--- src/design/kvd_pkg.sv ---
// Package for the key velocity detector: widths, register indexes, reset values,
// phase codes and the command/status structs between controller and datapath.
// No dependencies.
package kvd_pkg;

  // Field widths
  localparam int unsigned LevelW = 16;
  localparam int unsigned SumW   = LevelW + 1;
  localparam int unsigned DurW   = 32;
  localparam int unsigned PhaseW = 2;
  localparam int unsigned IdxW   = 8;

  // Velocity divider: one quotient bit per step
  localparam int unsigned DivSteps = LevelW;
  localparam int unsigned StepW    = $clog2(DivSteps);

  // Register indexes on the configuration port
  localparam logic [IdxW-1:0] RegThHigh  = IdxW'(0);
  localparam logic [IdxW-1:0] RegThLow   = IdxW'(1);
  localparam logic [IdxW-1:0] RegRelease = IdxW'(2);
  localparam logic [IdxW-1:0] RegVelNum  = IdxW'(3);

  // Register reset values (full scale 65535 = 1.0)
  localparam logic [LevelW-1:0] ThHighRst  = LevelW'(26214);
  localparam logic [LevelW-1:0] ThLowRst   = LevelW'(11796);
  localparam logic [LevelW-1:0] ReleaseRst = LevelW'(27525);
  localparam logic [LevelW-1:0] VelNumRst  = LevelW'(14300);

  // Key phase codes
  localparam logic [PhaseW-1:0] PhaseIdle    = 2'd0;
  localparam logic [PhaseW-1:0] PhaseAttack  = 2'd1;
  localparam logic [PhaseW-1:0] PhaseSustain = 2'd2;

  // Controller to datapath
  typedef struct packed {
    logic take;  // input transfer: update key state, load divider
    logic step;  // one divider iteration
    logic last;  // final divider iteration, write velocity
    logic emit;  // load output register
  } kvd_cmd_t;

  // Datapath to controller
  typedef struct packed {
    logic onset;     // current input frame enters sustain
    logic out_free;  // output register can take a result
  } kvd_sts_t;

endpackage

--- src/design/kvd_if.sv ---
// Channel interfaces of the key velocity detector: sensor frame input, result
// output and configuration write. Depends on kvd_pkg.
interface kvd_in_if;
  import kvd_pkg::*;
  logic              valid;
  logic              ready;
  logic [LevelW-1:0] reading_first;
  logic [LevelW-1:0] reading_second;
  modport source (output valid, output reading_first, output reading_second, input ready);
  modport sink   (input valid, input reading_first, input reading_second, output ready);
endinterface

interface kvd_out_if;
  import kvd_pkg::*;
  logic              valid;
  logic              ready;
  logic [PhaseW-1:0] key_phase;
  logic              onset;
  logic [LevelW-1:0] velocity;
  logic [LevelW-1:0] press_count;
  logic [DurW-1:0]   duration_frames;
  modport source (output valid, output key_phase, output onset, output velocity,
                  output press_count, output duration_frames, input ready);
  modport sink   (input valid, input key_phase, input onset, input velocity,
                  input press_count, input duration_frames, output ready);
endinterface

interface kvd_cfg_if;
  import kvd_pkg::*;
  logic              valid;
  logic              ready;
  logic [IdxW-1:0]   index;
  logic [LevelW-1:0] data;
  modport source (output valid, output index, output data, input ready);
  modport sink   (input valid, input index, input data, output ready);
endinterface

--- src/design/key_velocity_detector_unit.sv ---
// Top level of the two-threshold key velocity detector.
// Depends on kvd_pkg, kvd_if, kvd_ctrl and kvd_datapath.
//
// Each input transfer is one sensor frame; each frame yields exactly one result.
// A frame that does not complete an attack is accepted and evaluated in the accept
// cycle, then handed to the output register from the pending state once it is free.
// A frame that completes an attack also runs the velocity quotient through a
// restoring divider that produces one quotient bit per cycle before the pending
// state is entered. The output register holds a finished result while the
// next frame is taken and evaluated; a result waits only if the previous one
// has not yet been transferred out. Configuration writes are always accepted
// and must only be issued while no frame is in flight.
module key_velocity_detector_unit (
  input  logic      clk_i,
  input  logic      rst_ni,
  kvd_in_if.sink    in_i,
  kvd_cfg_if.sink   cfg_i,
  kvd_out_if.source out_o
);
  import kvd_pkg::*;

  kvd_cmd_t cmd;
  kvd_sts_t sts;
  logic     in_ready;

  assign in_i.ready = in_ready;

  kvd_ctrl u_ctrl (
    .clk_i      (clk_i),
    .rst_ni     (rst_ni),
    .in_valid_i (in_i.valid),
    .in_ready_o (in_ready),
    .sts_i      (sts),
    .cmd_o      (cmd)
  );

  kvd_datapath u_datapath (
    .clk_i  (clk_i),
    .rst_ni (rst_ni),
    .cmd_i  (cmd),
    .sts_o  (sts),
    .in_i   (in_i),
    .cfg_i  (cfg_i),
    .out_o  (out_o)
  );

endmodule

--- src/design/kvd_ctrl.sv ---
// Controller of the key velocity detector: input handshake, divider sequencing
// and output hand-off. Depends on kvd_pkg.
module kvd_ctrl (
  input  logic             clk_i,
  input  logic             rst_ni,
  input  logic             in_valid_i,
  output logic             in_ready_o,
  input  kvd_pkg::kvd_sts_t sts_i,
  output kvd_pkg::kvd_cmd_t cmd_o
);
  import kvd_pkg::*;

  localparam logic [1:0] StIdle = 2'd0;
  localparam logic [1:0] StDiv  = 2'd1;
  localparam logic [1:0] StPend = 2'd2;

  logic [1:0]       st_q, st_d;
  logic [StepW-1:0] cnt_q, cnt_d;

  assign in_ready_o = (st_q == StIdle);

  // Next state and commands
  always_comb begin
    st_d  = st_q;
    cnt_d = cnt_q;
    cmd_o = '0;
    unique case (st_q)
      StIdle: begin
        if (in_valid_i) begin
          cmd_o.take = 1'b1;
          cnt_d      = '0;
          st_d       = sts_i.onset ? StDiv : StPend;
        end
      end
      StDiv: begin
        cmd_o.step = 1'b1;
        cnt_d      = cnt_q + 1'b1;
        if (cnt_q == StepW'(DivSteps - 1)) begin
          cmd_o.last = 1'b1;
          st_d       = StPend;
        end
      end
      StPend: begin
        if (sts_i.out_free) begin
          cmd_o.emit = 1'b1;
          st_d       = StIdle;
        end
      end
      default: st_d = StIdle;
    endcase
  end

  always_ff @(posedge clk_i or negedge rst_ni) begin
    if (!rst_ni) begin
      st_q  <= StIdle;
      cnt_q <= '0;
    end else begin
      st_q  <= st_d;
      cnt_q <= cnt_d;
    end
  end

  // An onset frame always runs the divider
  a_onset_divides: assert property (@(posedge clk_i) disable iff (!rst_ni)
    (in_valid_i && in_ready_o && sts_i.onset) |=> (st_q == StDiv && cnt_q == '0))
    else $error("onset frame did not start the divider");

  // Divider ends after its last step
  a_div_ends: assert property (@(posedge clk_i) disable iff (!rst_ni)
    (st_q == StDiv && cnt_q == StepW'(DivSteps - 1)) |=> (st_q == StPend))
    else $error("divider overran its step count");

  // Result is handed off only into a free output register
  a_emit_free: assert property (@(posedge clk_i) disable iff (!rst_ni)
    cmd_o.emit |-> (st_q == StPend && sts_i.out_free))
    else $error("result loaded into a busy output register");

endmodule

--- src/design/kvd_datapath.sv ---
// Datapath of the key velocity detector: configuration registers, key phase and
// run length, serial velocity divider and output register. Depends on kvd_pkg, kvd_if.
module kvd_datapath (
  input  logic              clk_i,
  input  logic              rst_ni,
  input  kvd_pkg::kvd_cmd_t cmd_i,
  output kvd_pkg::kvd_sts_t sts_o,
  kvd_in_if.sink            in_i,
  kvd_cfg_if.sink           cfg_i,
  kvd_out_if.source         out_o
);
  import kvd_pkg::*;

  // Configuration
  logic [LevelW-1:0] th_high_q, th_low_q, release_q, vel_num_q;
  // Key state
  logic [PhaseW-1:0] phase_q;
  logic [DurW-1:0]   dur_q;
  logic [LevelW-1:0] presses_q;
  logic [LevelW-1:0] vel_q;
  logic              onset_q;
  // Divider
  logic [LevelW-1:0] quo_q, quo_d;
  logic [LevelW-1:0] rem_q, rem_d;
  logic [DurW-1:0]   dvs_q;
  // Output register
  logic              out_vld_q;
  logic [PhaseW-1:0] out_phase_q;
  logic              out_onset_q;
  logic [LevelW-1:0] out_vel_q;
  logic [LevelW-1:0] out_press_q;
  logic [DurW-1:0]   out_dur_q;

  logic [SumW-1:0]   sum;
  logic [DurW-1:0]   run;
  logic [DurW-1:0]   len;
  logic [PhaseW-1:0] phase_nx;
  logic              hit;
  logic [SumW-1:0]   rem_sh;
  logic              ge;

  // Config writes, always ready; unknown indexes dropped
  assign cfg_i.ready = 1'b1;

  always_ff @(posedge clk_i or negedge rst_ni) begin
    if (!rst_ni) begin
      th_high_q <= ThHighRst;
      th_low_q  <= ThLowRst;
      release_q <= ReleaseRst;
      vel_num_q <= VelNumRst;
    end else if (cfg_i.valid) begin
      unique case (cfg_i.index)
        RegThHigh:  th_high_q <= cfg_i.data;
        RegThLow:   th_low_q  <= cfg_i.data;
        RegRelease: release_q <= cfg_i.data;
        RegVelNum:  vel_num_q <= cfg_i.data;
        default: ;
      endcase
    end
  end

  // Frame evaluation: sum of both readings against doubled thresholds
  assign sum = {1'b0, in_i.reading_first} + {1'b0, in_i.reading_second};

  always_comb begin
    run = dur_q;
    if (phase_q != PhaseIdle) begin
      run = (&dur_q) ? dur_q : dur_q + DurW'(1);
    end
    phase_nx = phase_q;
    hit      = 1'b0;
    // checks run in order, so one frame may pass several phases
    if (sum < {th_high_q, 1'b0} && phase_nx == PhaseIdle) begin
      phase_nx = PhaseAttack;
      run      = '0;
    end
    if (sum < {th_low_q, 1'b0} && phase_nx == PhaseAttack) begin
      phase_nx = PhaseSustain;
      hit      = 1'b1;
    end
    if (sum > {release_q, 1'b0} && phase_nx == PhaseSustain) begin
      phase_nx = PhaseIdle;
    end
    // attack entered and finished in one frame counts as one frame
    len = (run == '0) ? DurW'(1) : run;
  end

  assign sts_o.onset    = hit;
  assign sts_o.out_free = !out_vld_q || out_o.ready;

  // Restoring divider step: remainder never exceeds the dividend width
  assign rem_sh = {rem_q, quo_q[LevelW-1]};
  assign ge     = {{(DurW - SumW){1'b0}}, rem_sh} >= dvs_q;
  always_comb begin
    rem_d = ge ? LevelW'(rem_sh - dvs_q[SumW-1:0]) : rem_sh[LevelW-1:0];
    quo_d = {quo_q[LevelW-2:0], ge};
  end

  // Key state
  always_ff @(posedge clk_i or negedge rst_ni) begin
    if (!rst_ni) begin
      phase_q   <= PhaseIdle;
      dur_q     <= '0;
      presses_q <= '0;
      vel_q     <= '0;
      onset_q   <= 1'b0;
    end else begin
      if (cmd_i.take) begin
        phase_q <= phase_nx;
        onset_q <= hit;
        if (phase_nx != PhaseIdle) begin
          dur_q <= run;
        end
        if (hit) begin
          presses_q <= presses_q + 1'b1;
        end
      end
      if (cmd_i.last) begin
        vel_q <= quo_d;
      end
    end
  end

  // Divider registers
  always_ff @(posedge clk_i) begin
    if (cmd_i.take) begin
      quo_q <= vel_num_q;
      rem_q <= '0;
      dvs_q <= len;
    end else if (cmd_i.step) begin
      quo_q <= quo_d;
      rem_q <= rem_d;
    end
  end

  // Output register
  always_ff @(posedge clk_i or negedge rst_ni) begin
    if (!rst_ni) begin
      out_vld_q <= 1'b0;
    end else if (cmd_i.emit) begin
      out_vld_q <= 1'b1;
    end else if (out_o.ready) begin
      out_vld_q <= 1'b0;
    end
  end

  always_ff @(posedge clk_i) begin
    if (cmd_i.emit) begin
      out_phase_q <= phase_q;
      out_onset_q <= onset_q;
      out_vel_q   <= vel_q;
      out_press_q <= presses_q;
      out_dur_q   <= dur_q;
    end
  end

  assign out_o.valid           = out_vld_q;
  assign out_o.key_phase       = out_phase_q;
  assign out_o.onset           = out_onset_q;
  assign out_o.velocity        = out_vel_q;
  assign out_o.press_count     = out_press_q;
  assign out_o.duration_frames = out_dur_q;

  // Each onset bumps the press count by exactly one
  a_press_inc: assert property (@(posedge clk_i) disable iff (!rst_ni)
    (cmd_i.take && hit) |=> (presses_q == LevelW'($past(presses_q) + 1'b1)))
    else $error("press count not advanced on onset");

  // Key state is frozen while the divider runs
  a_state_hold: assert property (@(posedge clk_i) disable iff (!rst_ni)
    cmd_i.step |=> (phase_q == $past(phase_q) && dur_q == $past(dur_q)))
    else $error("key state changed during division");

endmodule

--- src/flat_wrapper.sv ---
// flat-port wrapper written by rule: the top's interface ports become plain ports
module key_velocity_detector_unit_flat import kvd_pkg::*;
  (clk_i, rst_ni, in_i_valid, in_i_reading_first, in_i_reading_second, in_i_ready, cfg_i_valid, cfg_i_index, cfg_i_data, cfg_i_ready, out_o_valid, out_o_key_phase, out_o_onset, out_o_velocity, out_o_press_count, out_o_duration_frames, out_o_ready);
  kvd_in_if in_i_i ();
  kvd_cfg_if cfg_i_i ();
  kvd_out_if out_o_i ();
  input  logic clk_i;
  input  logic rst_ni;
  input wire logic [$bits(in_i_i.valid)-1:0] in_i_valid;
  input wire logic [$bits(in_i_i.reading_first)-1:0] in_i_reading_first;
  input wire logic [$bits(in_i_i.reading_second)-1:0] in_i_reading_second;
  output wire logic [$bits(in_i_i.ready)-1:0] in_i_ready;
  input wire logic [$bits(cfg_i_i.valid)-1:0] cfg_i_valid;
  input wire logic [$bits(cfg_i_i.index)-1:0] cfg_i_index;
  input wire logic [$bits(cfg_i_i.data)-1:0] cfg_i_data;
  output wire logic [$bits(cfg_i_i.ready)-1:0] cfg_i_ready;
  output wire logic [$bits(out_o_i.valid)-1:0] out_o_valid;
  output wire logic [$bits(out_o_i.key_phase)-1:0] out_o_key_phase;
  output wire logic [$bits(out_o_i.onset)-1:0] out_o_onset;
  output wire logic [$bits(out_o_i.velocity)-1:0] out_o_velocity;
  output wire logic [$bits(out_o_i.press_count)-1:0] out_o_press_count;
  output wire logic [$bits(out_o_i.duration_frames)-1:0] out_o_duration_frames;
  input wire logic [$bits(out_o_i.ready)-1:0] out_o_ready;
  assign in_i_i.valid = in_i_valid;
  assign in_i_i.reading_first = in_i_reading_first;
  assign in_i_i.reading_second = in_i_reading_second;
  assign in_i_ready = in_i_i.ready;
  assign cfg_i_i.valid = cfg_i_valid;
  assign cfg_i_i.index = cfg_i_index;
  assign cfg_i_i.data = cfg_i_data;
  assign cfg_i_ready = cfg_i_i.ready;
  assign out_o_valid = out_o_i.valid;
  assign out_o_key_phase = out_o_i.key_phase;
  assign out_o_onset = out_o_i.onset;
  assign out_o_velocity = out_o_i.velocity;
  assign out_o_press_count = out_o_i.press_count;
  assign out_o_duration_frames = out_o_i.duration_frames;
  assign out_o_i.ready = out_o_ready;
  key_velocity_detector_unit u_core (.clk_i(clk_i), .rst_ni(rst_ni), .in_i(in_i_i), .cfg_i(cfg_i_i), .out_o(out_o_i));
endmodule
--- config.mk ---
export PLATFORM = sky130hd
export DESIGN_NAME = key_velocity_detector_unit_flat
export DESIGN_NICKNAME = d
export VERILOG_FILES = /design/src/design/kvd_pkg.sv /design/src/design/kvd_if.sv /design/src/design/key_velocity_detector_unit.sv /design/src/design/kvd_ctrl.sv /design/src/design/kvd_datapath.sv /design/src/flat_wrapper.sv
export SDC_FILE = /design/constraint.sdc
export NUM_CORES = 1
export LEC_CHECK = 0
export BUFFER_PORTS_ARGS = -buffer_cell sky130_fd_sc_hd__buf_2
export CORE_MARGIN = 5
export CORE_UTILIZATION = 45
export DETAILED_ROUTE_END_ITERATION = 7
export GPL_ROUTABILITY_DRIVEN = 0
export MAX_ROUTING_LAYER = met4
export PLACE_DENSITY = 0.67
export SYNTH_ARGS = -nofsm -noshare
export SYNTH_HDL_FRONTEND = slang
export SYNTH_SLANG_ARGS = --single-unit
--- constraint.sdc ---
create_clock -name clk_i -period 5.8 [get_ports clk_i]
set_clock_uncertainty 0.15 [all_clocks]
set_input_delay 0.87 -clock clk_i [delete_from_list [all_inputs] [get_ports clk_i]]
set_output_delay 0.87 -clock clk_i [all_outputs]
set_load 0.02 [all_outputs]
==> flow_summary.ini, run 1 <==
[status]
status = complete, no violations

[cells_and_area]
layout_commonest_cell = buf_2
multi_input_area_mm2 = 0.00583
final_cell_mix = buf_2, nand2_1, edfxtp_1
layout.nets = 1468
fin_area_mm2 = 0.0157
area_growth_pct = 15.6
fillers = 2596
layout-drive-gt1-share_pct = 25.7
diodes = 0
seqCellArea_mm2 = 0.00727
fin_cells = 1735

[die]
die-area_mm2 = 0.0337
fp-row-count = 63
dieHeight_um = 184
io_pins = 131
initial_core_util_pct = 45.6
fp.dieW_um = 184
coreArea_mm2 = 0.0297

[pwr]
powerDensity_mw_per_mm2 = 384
total_power_mw = 6.01
vdd_drop_max_uv = 246
leakagePower_nw = 6.89

[clock_network]
clockRootBuffer = clkbuf_16
ctsHoldBuffers = 0
clk_latency_ps = 550
cts_buffers = 28
post_cts_resized = 0
postCtsSetupRepairBufs = 0
cts_tree = done
cts_sinks = 269
clk_pin_slew_worst_paths_ps = 70
cts_max_level = 1
clk_path_buf_depth = 3

[logic_synthesis]
avgSynthCellArea_um2 = 11.4
syn-cell-area_mm2 = 0.0136
synth_top_area_share_pct = 25.5
yosysTopAreaCell = edfxtp_1
yosysWarnings = 0
ys_seq_area_share_pct = 53.6
synth_seq_cells = 269
synth_edf_count = 115
yosys-top-cells-area = edfxtp_1, dfrtp_1, mux2_2
async_flop_share_pct = 51.3
syn_nets = 1332
ys.flop_type = edfxtp_1
synthCells = 1187
synth.distinct_cells = 72

[sta]
relSlewSlack_pct = 28.1
finalSetupTns_ps = 0
period_share_pct = 92.9
slew_violations = 0
tightest_slew_ps = 1070
fin_crit_ps = 5390
setup_viol = 0
hold_violations = 0
rsz0062_at_grt = false
fmax_mhz = 186
holdWs_ps = 290

[route]
drt-initial-drc-count = 628
vias_per_cell = 5.39
route.detailed.drc = 0
firstDrtPassIters = 5
vias = 9359
wl_um = 29200
ant_nets = 0
wl_per_cell_um = 16.8

[grt]
grt_pass1_wl_um = 48400
antenna_found_initial = 0
grt_overflow = 0
grt_max_degree = 101
grt_util_all_layers_pct = 17.9
grt_pass1_vias = 9608

[setup_path]
critPathLaunchType = input pin
cp-end-kind = register
critPathKind = input pin to register
critical_path.max_fanout = 8
cp.required_ps = 6060
crit_arrival_ps = 5650

[place]
hpwl_um = 21200
dp.cells = 1683
port_buffers = 129
place_area_mm2 = 0.0147

[min_path]
hp-class = input pin to async pin

[run]
cap_violations = 0
==> worst max-delay path, cell delays in order <==
cell and delay [ps]:
buf_2 80, ha_1 160, inv_1 60, fa_1 400, inv_1 70, a21oi_1 50, o21bai_1 190, a21o_1 170
a31o_2 170, nand4_1 130, a31oi_1 250, a31oi_1 150, xnor2_1 330, ha_1 320, a21o_1 190, a21o_1 170
a211o_1 330, a211oi_4 370, nor3_1 150, or4_1 530, nor4_1 290, a41o_1 200
==> metal layers <==
layer	track usage (%)	wire length, µm	share of wire, %
met5	-	0	0
met4	4.89	677	2.3
met3	2.39	1460	5.0
met2	28.9	13600	47
met1	24.1	13500	46
==> final cells by class <==
cell class	instances	share of cell area, %
flip-flops and latches	269	46.4
multi-input cells	798	37.2
repair buffers	143	4.91
clock buffers	31	4.68
well taps	390	3.12
inverters	83	1.99
clock inverters	21	1.69
==> sequential cells by signal, indices dropped and copies added, names as in the netlist, 4 cells and up <==
register                                 cells
u_core.u_datapath.presses_q                 16
u_core.u_datapath.dvs_q                     32
u_core.u_datapath.release_q                 16
u_core.u_ctrl.cnt_q                          4
u_core.u_datapath.dur_q                     32
u_core.u_datapath.vel_q                     16
u_core.u_datapath.th_low_q                  16
u_core.u_datapath.quo_q                     16
u_core.u_datapath.rem_q                     16
u_core.u_datapath.out_o.velocity            16
u_core.u_datapath.out_o.duration_frames     32
u_core.u_datapath.out_o.press_count         16
u_core.u_datapath.th_high_q                 16
u_core.u_datapath.vel_num_q                 16
==> synthesized netlist by cell type (9+ instances only) <==
cell and instances:
nand2_1 116, edfxtp_1 115, dfrtp_1 106, mux2_2 99
inv_1 83, ha_1 82, nor2_1 75, o21ai_0 53
xnor2_1 39, a21oi_1 38, dfstp_2 32, nand4_1 32
nor3_1 30, nand3_1 28, xor2_1 26, clkbuf_1 25
a21o_1 21, dfxtp_1 16, mux2i_1 15, nor4_1 10
nand2b_1 9
==> cell families (layout without fill, tap and decap cells) <==
| family | Yosys count | after routing | synth area share [%] |
|---|---|---|---|
| muxes | 114 | 114 | 9.33 |
| other | 1 | 1 | 0.0277 |
| buffers and inverters | 120 | 278 | 3.50 |
| DFF | 269 | 269 | 53.6 |
| AOI/OAI and AO/OA | 177 | 177 | 8.48 |
| xor gates and xnor gates | 65 | 65 | 4.20 |
| and+or+nand+nor | 357 | 357 | 13.0 |
| adders and majority gates | 84 | 84 | 7.87 |
==> through the flow <==
stage / worst slack, ps / utilization [%]
final: 412 / 52.7
after global routing: 21.0 / 52.7
after CTS: 405 / 52.7
after detailed placement: -154 / 49.3
after global placement: -12.9 / 49.3
after floorplan: 577 / -
==> worst paths after layout <==
check / start / cells after the start / slack [ps] / end
worst max-delay path: in_i_reading_second[0] / 22 / 410 / u_core.u_datapath.dvs_q[0]
worst min-delay path: rst_ni / 1 / 290 / u_core.u_datapath.dur_q[1]
worst max register to register: u_core.u_datapath.dvs_q[0] / 11 / 1660 / u_core.u_datapath.rem_q[0]
worst min register to register: u_core.u_datapath.presses_q[8] / 0 / 300 / u_core.u_datapath.out_o.press_count[8]
max in group asynchronous: rst_ni / 2 / 4150 / u_core.u_datapath.vel_num_q[13]
min in group clk_i: u_core.u_datapath.presses_q[8] / 0 / 300 / u_core.u_datapath.out_o.press_count[8]
==> report_power, final <==
group	leakage [nW]	internal (mW)	switching [mW]
registers	2.98	2.42	0.153
logic	3.42	0.531	0.993
clock network	0.488	1.15	0.765
total	6.89	4.10	1.91
Note: power is estimated with default switching activity, not from simulation.
==> inputs of run 2 (changes only) <==
--- a/config.mk
+++ b/config.mk
@@ -7,11 +7,11 @@
 export LEC_CHECK = 0
 export BUFFER_PORTS_ARGS = -buffer_cell sky130_fd_sc_hd__buf_2
 export CORE_MARGIN = 5
-export CORE_UTILIZATION = 45
+export CORE_UTILIZATION = 50
 export DETAILED_ROUTE_END_ITERATION = 7
 export GPL_ROUTABILITY_DRIVEN = 0
 export MAX_ROUTING_LAYER = met4
-export PLACE_DENSITY = 0.67
+export PLACE_DENSITY = 0.73
 export SYNTH_ARGS = -nofsm -noshare
 export SYNTH_HDL_FRONTEND = slang
 export SYNTH_SLANG_ARGS = --single-unit
==> run 2 against run 1 <==
Compared with the run above:
- wire length is 0.51% higher
- sequential power hardly changed
- final cell count is 2.9% lower
- maximum frequency is 2.6% higher
- worst hold slack worse by 23 ps
- utilization is 5.2 points higher
- highest routed layer unchanged
==> flow_summary.ini, run 2 (same netlist as run 1, synthesis figures left out) <==
[pwr]
vdd_drop_max_uv = 219
powerDensity_mw_per_mm2 = 381
leakagePower_nw = 6.84

[clock_network]
clk_pin_slew_worst_paths_ps = 70
cts_sinks = 269
cts_max_level = 1
clk_latency_ps = 540
ctsHoldBuffers = 0
clockRootBuffer = clkbuf_16
clk_path_buf_depth = 3
cts_buffers = 27
post_cts_resized = 0
postCtsSetupRepairBufs = 0
cts_tree = done

[route]
drt-initial-drc-count = 639
vias_per_cell = 5.64
vias = 9496
route.detailed.drc = 0
ant_nets = 0
wl_per_cell_um = 17.4
firstDrtPassIters = 5
wl_um = 29300

[cells_and_area]
final_cell_mix = buf_2, nand2_1, edfxtp_1
fin_area_mm2 = 0.0155
area_growth_pct = 14.4
layout-drive-gt1-share_pct = 25.3
layout_commonest_cell = buf_2
layout.nets = 1466

[run]
cap_violations = 0

[die]
dieHeight_um = 175
io_pins = 131
initial_core_util_pct = 50.6
fp.dieW_um = 175
die-area_mm2 = 0.0305
coreArea_mm2 = 0.0268
fp-row-count = 60

[grt]
grt_util_all_layers_pct = 19.7
grt_overflow = 0
grt_pass1_vias = 9530
grt_max_degree = 91
antenna_found_initial = 1
grt_pass1_wl_um = 48500

[setup_path]
r2r-end = u_core.u_datapath.rem_q[0]
cp-startpoint = in_i_reading_second[0]
crit_end = u_core.u_datapath.dvs_q[0]
r2r-start = u_core.u_datapath.quo_q[15]
critical_path.max_fanout = 15
reg2reg_depth = 12
critPathLaunchType = input pin
cp.required_ps = 6050
critPathKind = input pin to register
r2r_setup_slack_ps = 1570
crit_arrival_ps = 5500
cp-end-kind = register

[sta]
final.setup.worst_slack_ps = 551
fmax_mhz = 191
rsz0062_at_grt = false
period_share_pct = 90.5
slew_violations = 0
setup_viol = 0
hold_violations = 0
tightest_slew_ps = 1120
relSlewSlack_pct = 24.8
fin_crit_ps = 5250
finalSetupTns_ps = 0

[status]
status = complete, no violations

[min_path]
hp-class = input pin to async pin

[place]
dp_slack_ps = 12.9
place_area_mm2 = 0.0146
port_buffers = 129
hpwl_um = 20800
-- run 2: changes by cell type in the layout (fill, tap and decap cells not counted), moves of 2 or more --
| cell | before | now |
|---|---|---|
| clkbuf_8 | 0 | 4 |
| clkbuf_1 | 2 | 4 |
| bufinv_16 | 5 | 3 |
| clkinv_2 | 7 | 5 |
| clkbuf_16 | 29 | 27 |
-- run 2: how the worst min path moves through the flow --
stage / start / endpoint / slack [ps]
finish: rst_ni / u_core.u_datapath.dur_q[6] / 270
global route: u_core.u_datapath.vel_q[12] / u_core.u_datapath.out_o.velocity[12] / 300
CTS: u_core.u_datapath.vel_q[12] / u_core.u_datapath.out_o.velocity[12] / 290
detailed placement: u_core.u_datapath.vel_q[12] / u_core.u_datapath.out_o.velocity[12] / 280
global placement: u_core.u_datapath.vel_q[5] / u_core.u_datapath.out_o.velocity[5] / 280
floorplan: u_core.u_datapath.dur_q[4] / u_core.u_datapath.out_o.duration_frames[4] / 270
-- run 2: metal layers --
metal	global-route usage, %	wire length (µm)	up-vias
li1	-	-	4539
met1	27.4	13700	4639
met2	30.9	13400	266
met3	2.83	1470	52
met4	4.78	675	0
met5	-	0	-
-- run 2: worst max-delay path, cell delays in order --
cell and delay [ps]:
buf_2 80, ha_1 150, inv_1 50, fa_1 390, inv_1 70, a21oi_1 50
o21bai_1 190, a21o_1 170, a31o_2 180, nand4_1 120, a31oi_1 240, a31oi_1 160
xnor2_1 250, ha_1 300, a21o_1 190, a21o_1 180, a211o_1 320, a211oi_4 180
buf_4 240, nor3_1 100, or4_1 500, nor4_1 290, a41o_1 210
-- run 2: where the power goes --
group / switching [mW] / internal, mW / leakage, nW
registers: 0.153 / 2.42 / 2.98
clock network: 0.740 / 1.04 / 0.448
logic: 1.01 / 0.531 / 3.41
-- run 2: cell type report --
class,count,area (µm²)
Antenna cell,1,2.50
Tap cell,341,427
Sequential cell,269,7270
Clock inverter,15,166
Clock buffer,35,746
Fill cell,2202,11300
Timing Repair Buffer,142,762
Multi-Input combinational cell,798,5830
Inverter,83,312
-- run 2: through the flow --
stage               std cells  hold slack (ps)  power [mW]  util (%)
finish                   1684              266        5.90      57.9
global route             1684              304        6.21      57.9
CTS                      1683              294        5.95      57.9
detailed placement       1633              283        4.15      54.5
global placement         1633              280        4.10      54.5
floorplan                1187              270        3.64         -
==> inputs of run 3 (changes only) <==
--- a/config.mk
+++ b/config.mk
@@ -5,13 +5,14 @@
 export SDC_FILE = /design/constraint.sdc
 export NUM_CORES = 1
 export LEC_CHECK = 0
+export ABC_AREA = 1
 export BUFFER_PORTS_ARGS = -buffer_cell sky130_fd_sc_hd__buf_2
 export CORE_MARGIN = 5
 export CORE_UTILIZATION = 50
 export DETAILED_ROUTE_END_ITERATION = 7
 export GPL_ROUTABILITY_DRIVEN = 0
 export MAX_ROUTING_LAYER = met4
-export PLACE_DENSITY = 0.73
+export PLACE_DENSITY = 0.68
 export SYNTH_ARGS = -nofsm -noshare
 export SYNTH_HDL_FRONTEND = slang
 export SYNTH_SLANG_ARGS = --single-unit
==> run 3 against run 2 <==
Compared with the run above:
- utilization is 1.1 points lower
- register-to-register slack better by 700 ps
- largest cell class unchanged
- die area is 5.2% higher
- wire length is 7.7% higher
- critical path depth is 1 higher
- sequential cell count stayed put
- synthesized cell count is 40% higher
- sequential power is 13% higher
- critical path type unchanged
- area after synthesis is 5.5% higher
==> flow_summary.ini, run 3 <==
[sta]
hold_violations = 0
slew_violations = 0
fin_crit_ps = 4590
period_share_pct = 79.1
tightest_slew_ps = 1070
fmax_mhz = 218
finalSetupTns_ps = 0
setup_viol = 0
rsz0062_at_grt = false
relSlewSlack_pct = 28.7

[clock_network]
clk_path_buf_depth = 3
clk_latency_ps = 550
cts_tree = done
postCtsSetupRepairBufs = 0
clk_pin_slew_worst_paths_ps = 60
cts_max_level = 1
ctsHoldBuffers = 0
cts_buffers = 27
clockRootBuffer = clkbuf_16
cts_sinks = 269
post_cts_resized = 0

[grt]
met1_usage_pct = 28.3
grt_pass1_vias = 10700
grt-busiest-layer = met2
antenna_found_initial = 0
grt_util_all_layers_pct = 20.3
grt_max_degree = 85
grt_pass1_wl_um = 52200
grt_overflow = 0
met3_usage_pct = 2.68
grtUsageMet2_pct = 31.8

[route]
drt-initial-drc-count = 725
wl_per_cell_um = 14.4
wl_um = 31600
vias = 11100
route.detailed.drc = 0
vias_per_cell = 5.10
ant_nets = 0
firstDrtPassIters = 5

[status]
status = complete, no violations

[die]
fp-row-count = 62
io_pins = 131
fp.dieW_um = 179
dieHeight_um = 179
initial_core_util_pct = 50.2
die-area_mm2 = 0.0321
coreArea_mm2 = 0.0285

[logic_synthesis]
yosysTopAreaCell = edfxtp_1
synth_edf_count = 115
syn-cell-area_mm2 = 0.0143
avgSynthCellArea_um2 = 8.62
async_flop_share_pct = 51.3
syn_nets = 1803
ys_seq_area_share_pct = 50.8
yosys-top-cells-area = edfxtp_1, dfrtp_1, nand2_1
synth_commonest_cells = nand2_1, inv_1, nand3_1
synth_seq_cells = 269
ys.flop_type = edfxtp_1
synth_top_area_share_pct = 24.2
synth.most_common_cell = nand2_1
yosysWarnings = 0
synthCells = 1658
synth.distinct_cells = 47

[pwr]
powerDensity_mw_per_mm2 = 431
total_power_mw = 6.97
leakagePower_nw = 7.31
vdd_drop_max_uv = 243

[setup_path]
crit_arrival_ps = 4900
critical_path.max_fanout = 32
cp-end-kind = register
critPathKind = input pin to register
critPathLaunchType = input pin
cp.required_ps = 6110

[cells_and_area]
layout_commonest_cell = nand2_1
layout.nets = 1925
area_growth_pct = 13.0
diodes = 0
final_cell_mix = nand2_1, inv_1, nand3_1
fin_util_pct = 56.7
layout-drive-gt1-share_pct = 14.4

[min_path]
hp-class = input pin to async pin

[place]
port_buffers = 129
hpwl_um = 23000

[run]
cap_violations = 0
-- run 3: cell count changes in the layout (fill, tap and decap cells not counted), sizes merged, moves of 12 or more --
| cell | change |
|---|---|
| nand2 | +390 |
| inv | +122 |
| nand3 | +105 |
| mux2 | -83 |
| o21ai | +71 |
| nor2 | +40 |
| nand4 | -27 |
| xnor2 | -21 |
| nor3 | -20 |
| a21o | -16 |
| mux2i | -15 |
| a21oi | +12 |
-- run 3: worst paths after layout --
check / start / end / slack, ps / cells past startpoint
min in group clk_i: u_core.u_datapath.vel_q[5] / u_core.u_datapath.out_o.velocity[5] / 300 / 0
max in group asynchronous: rst_ni / u_core.u_datapath.dur_q[24] / 4090 / 2
min: rst_ni / u_core.u_datapath.th_low_q[1] / 220 / 1
max: in_i_reading_second[0] / u_core.u_datapath.dur_q[27] / 1210 / 24
min reg2reg: u_core.u_datapath.vel_q[5] / u_core.u_datapath.out_o.velocity[5] / 300 / 0
max reg2reg: u_core.u_datapath.phase_q[1] / u_core.u_datapath.dvs_q[0] / 2270 / 11
-- run 3: cell type report --
cell class / count / area [µm²]
flip-flops and latches: 269 / 7270
multi-input cells: 1139 / 6050
clock inverters: 10 / 90.1
repair buffers: 139 / 727
fillers: 2577 / 12300
inverters: 204 / 766
well taps: 384 / 480
clock buffers: 40 / 774
-- run 3: power by group --
group | internal (mW) | total, mW | switching (mW)
Clock | 0.972 | 1.69 | 0.721
Combinational | 0.754 | 2.36 | 1.60
Sequential | 2.62 | 2.92 | 0.297
Total | 4.35 | 6.97 | 2.62
-- run 3: cells by family (layout without fill, tap and decap cells) --
family / count (synthesis) / after routing / share of synthesized area (%)
AND/OR/NAND/NOR: 784 / 784 / 22.7
flip-flops: 269 / 269 / 50.8
buffers and inverters: 250 / 393 / 6.92
AO/OA/AOI/OAI: 202 / 202 / 7.60
adder cells (fa/ha/maj): 84 / 84 / 7.46
XOR/XNOR: 52 / 52 / 3.19
multiplexers: 16 / 16 / 1.26
other: 1 / 1 / 0.0262
-- run 3: per-stage QoR --
step | cells | area (µm²) | worst slack [ps] | hold slack (ps)
global placement | 2135 | 15300 | 827 | 280
finish | 2185 | 16200 | 1210 | 216
floorplan | 1658 | 14300 | 1420 | 271
CTS | 2185 | 16200 | 1200 | 245
global route | 2185 | 16200 | 765 | 271
detailed placement | 2135 | 15300 | 647 | 285
-- run 3: critical path, stage by stage --
cell and delay [ps]:
buf_2 80, ha_1 170, inv_1 60, fa_1 410
o21ai_0 310, nand3_1 130, o2111ai_1 150, nand3_1 100
nand2_1 100, xor2_1 300, ha_1 310, nand2_1 70
inv_1 40, o21ai_0 130, nand3_1 80, nor2_1 140
nand2_1 80, nand2_1 100, nand3b_1 250, nand2_1 150
nand3_2 100, nand2_2 540, nand2_1 120, nand2_1 100
-- run 3: per-layer routing --
metal / wire, µm / up-vias
li1: - / 5640
met1: 14800 / 5188
met2: 14300 / 273
met3: 1800 / 47
met4: 640 / 0
met5: 0 / -
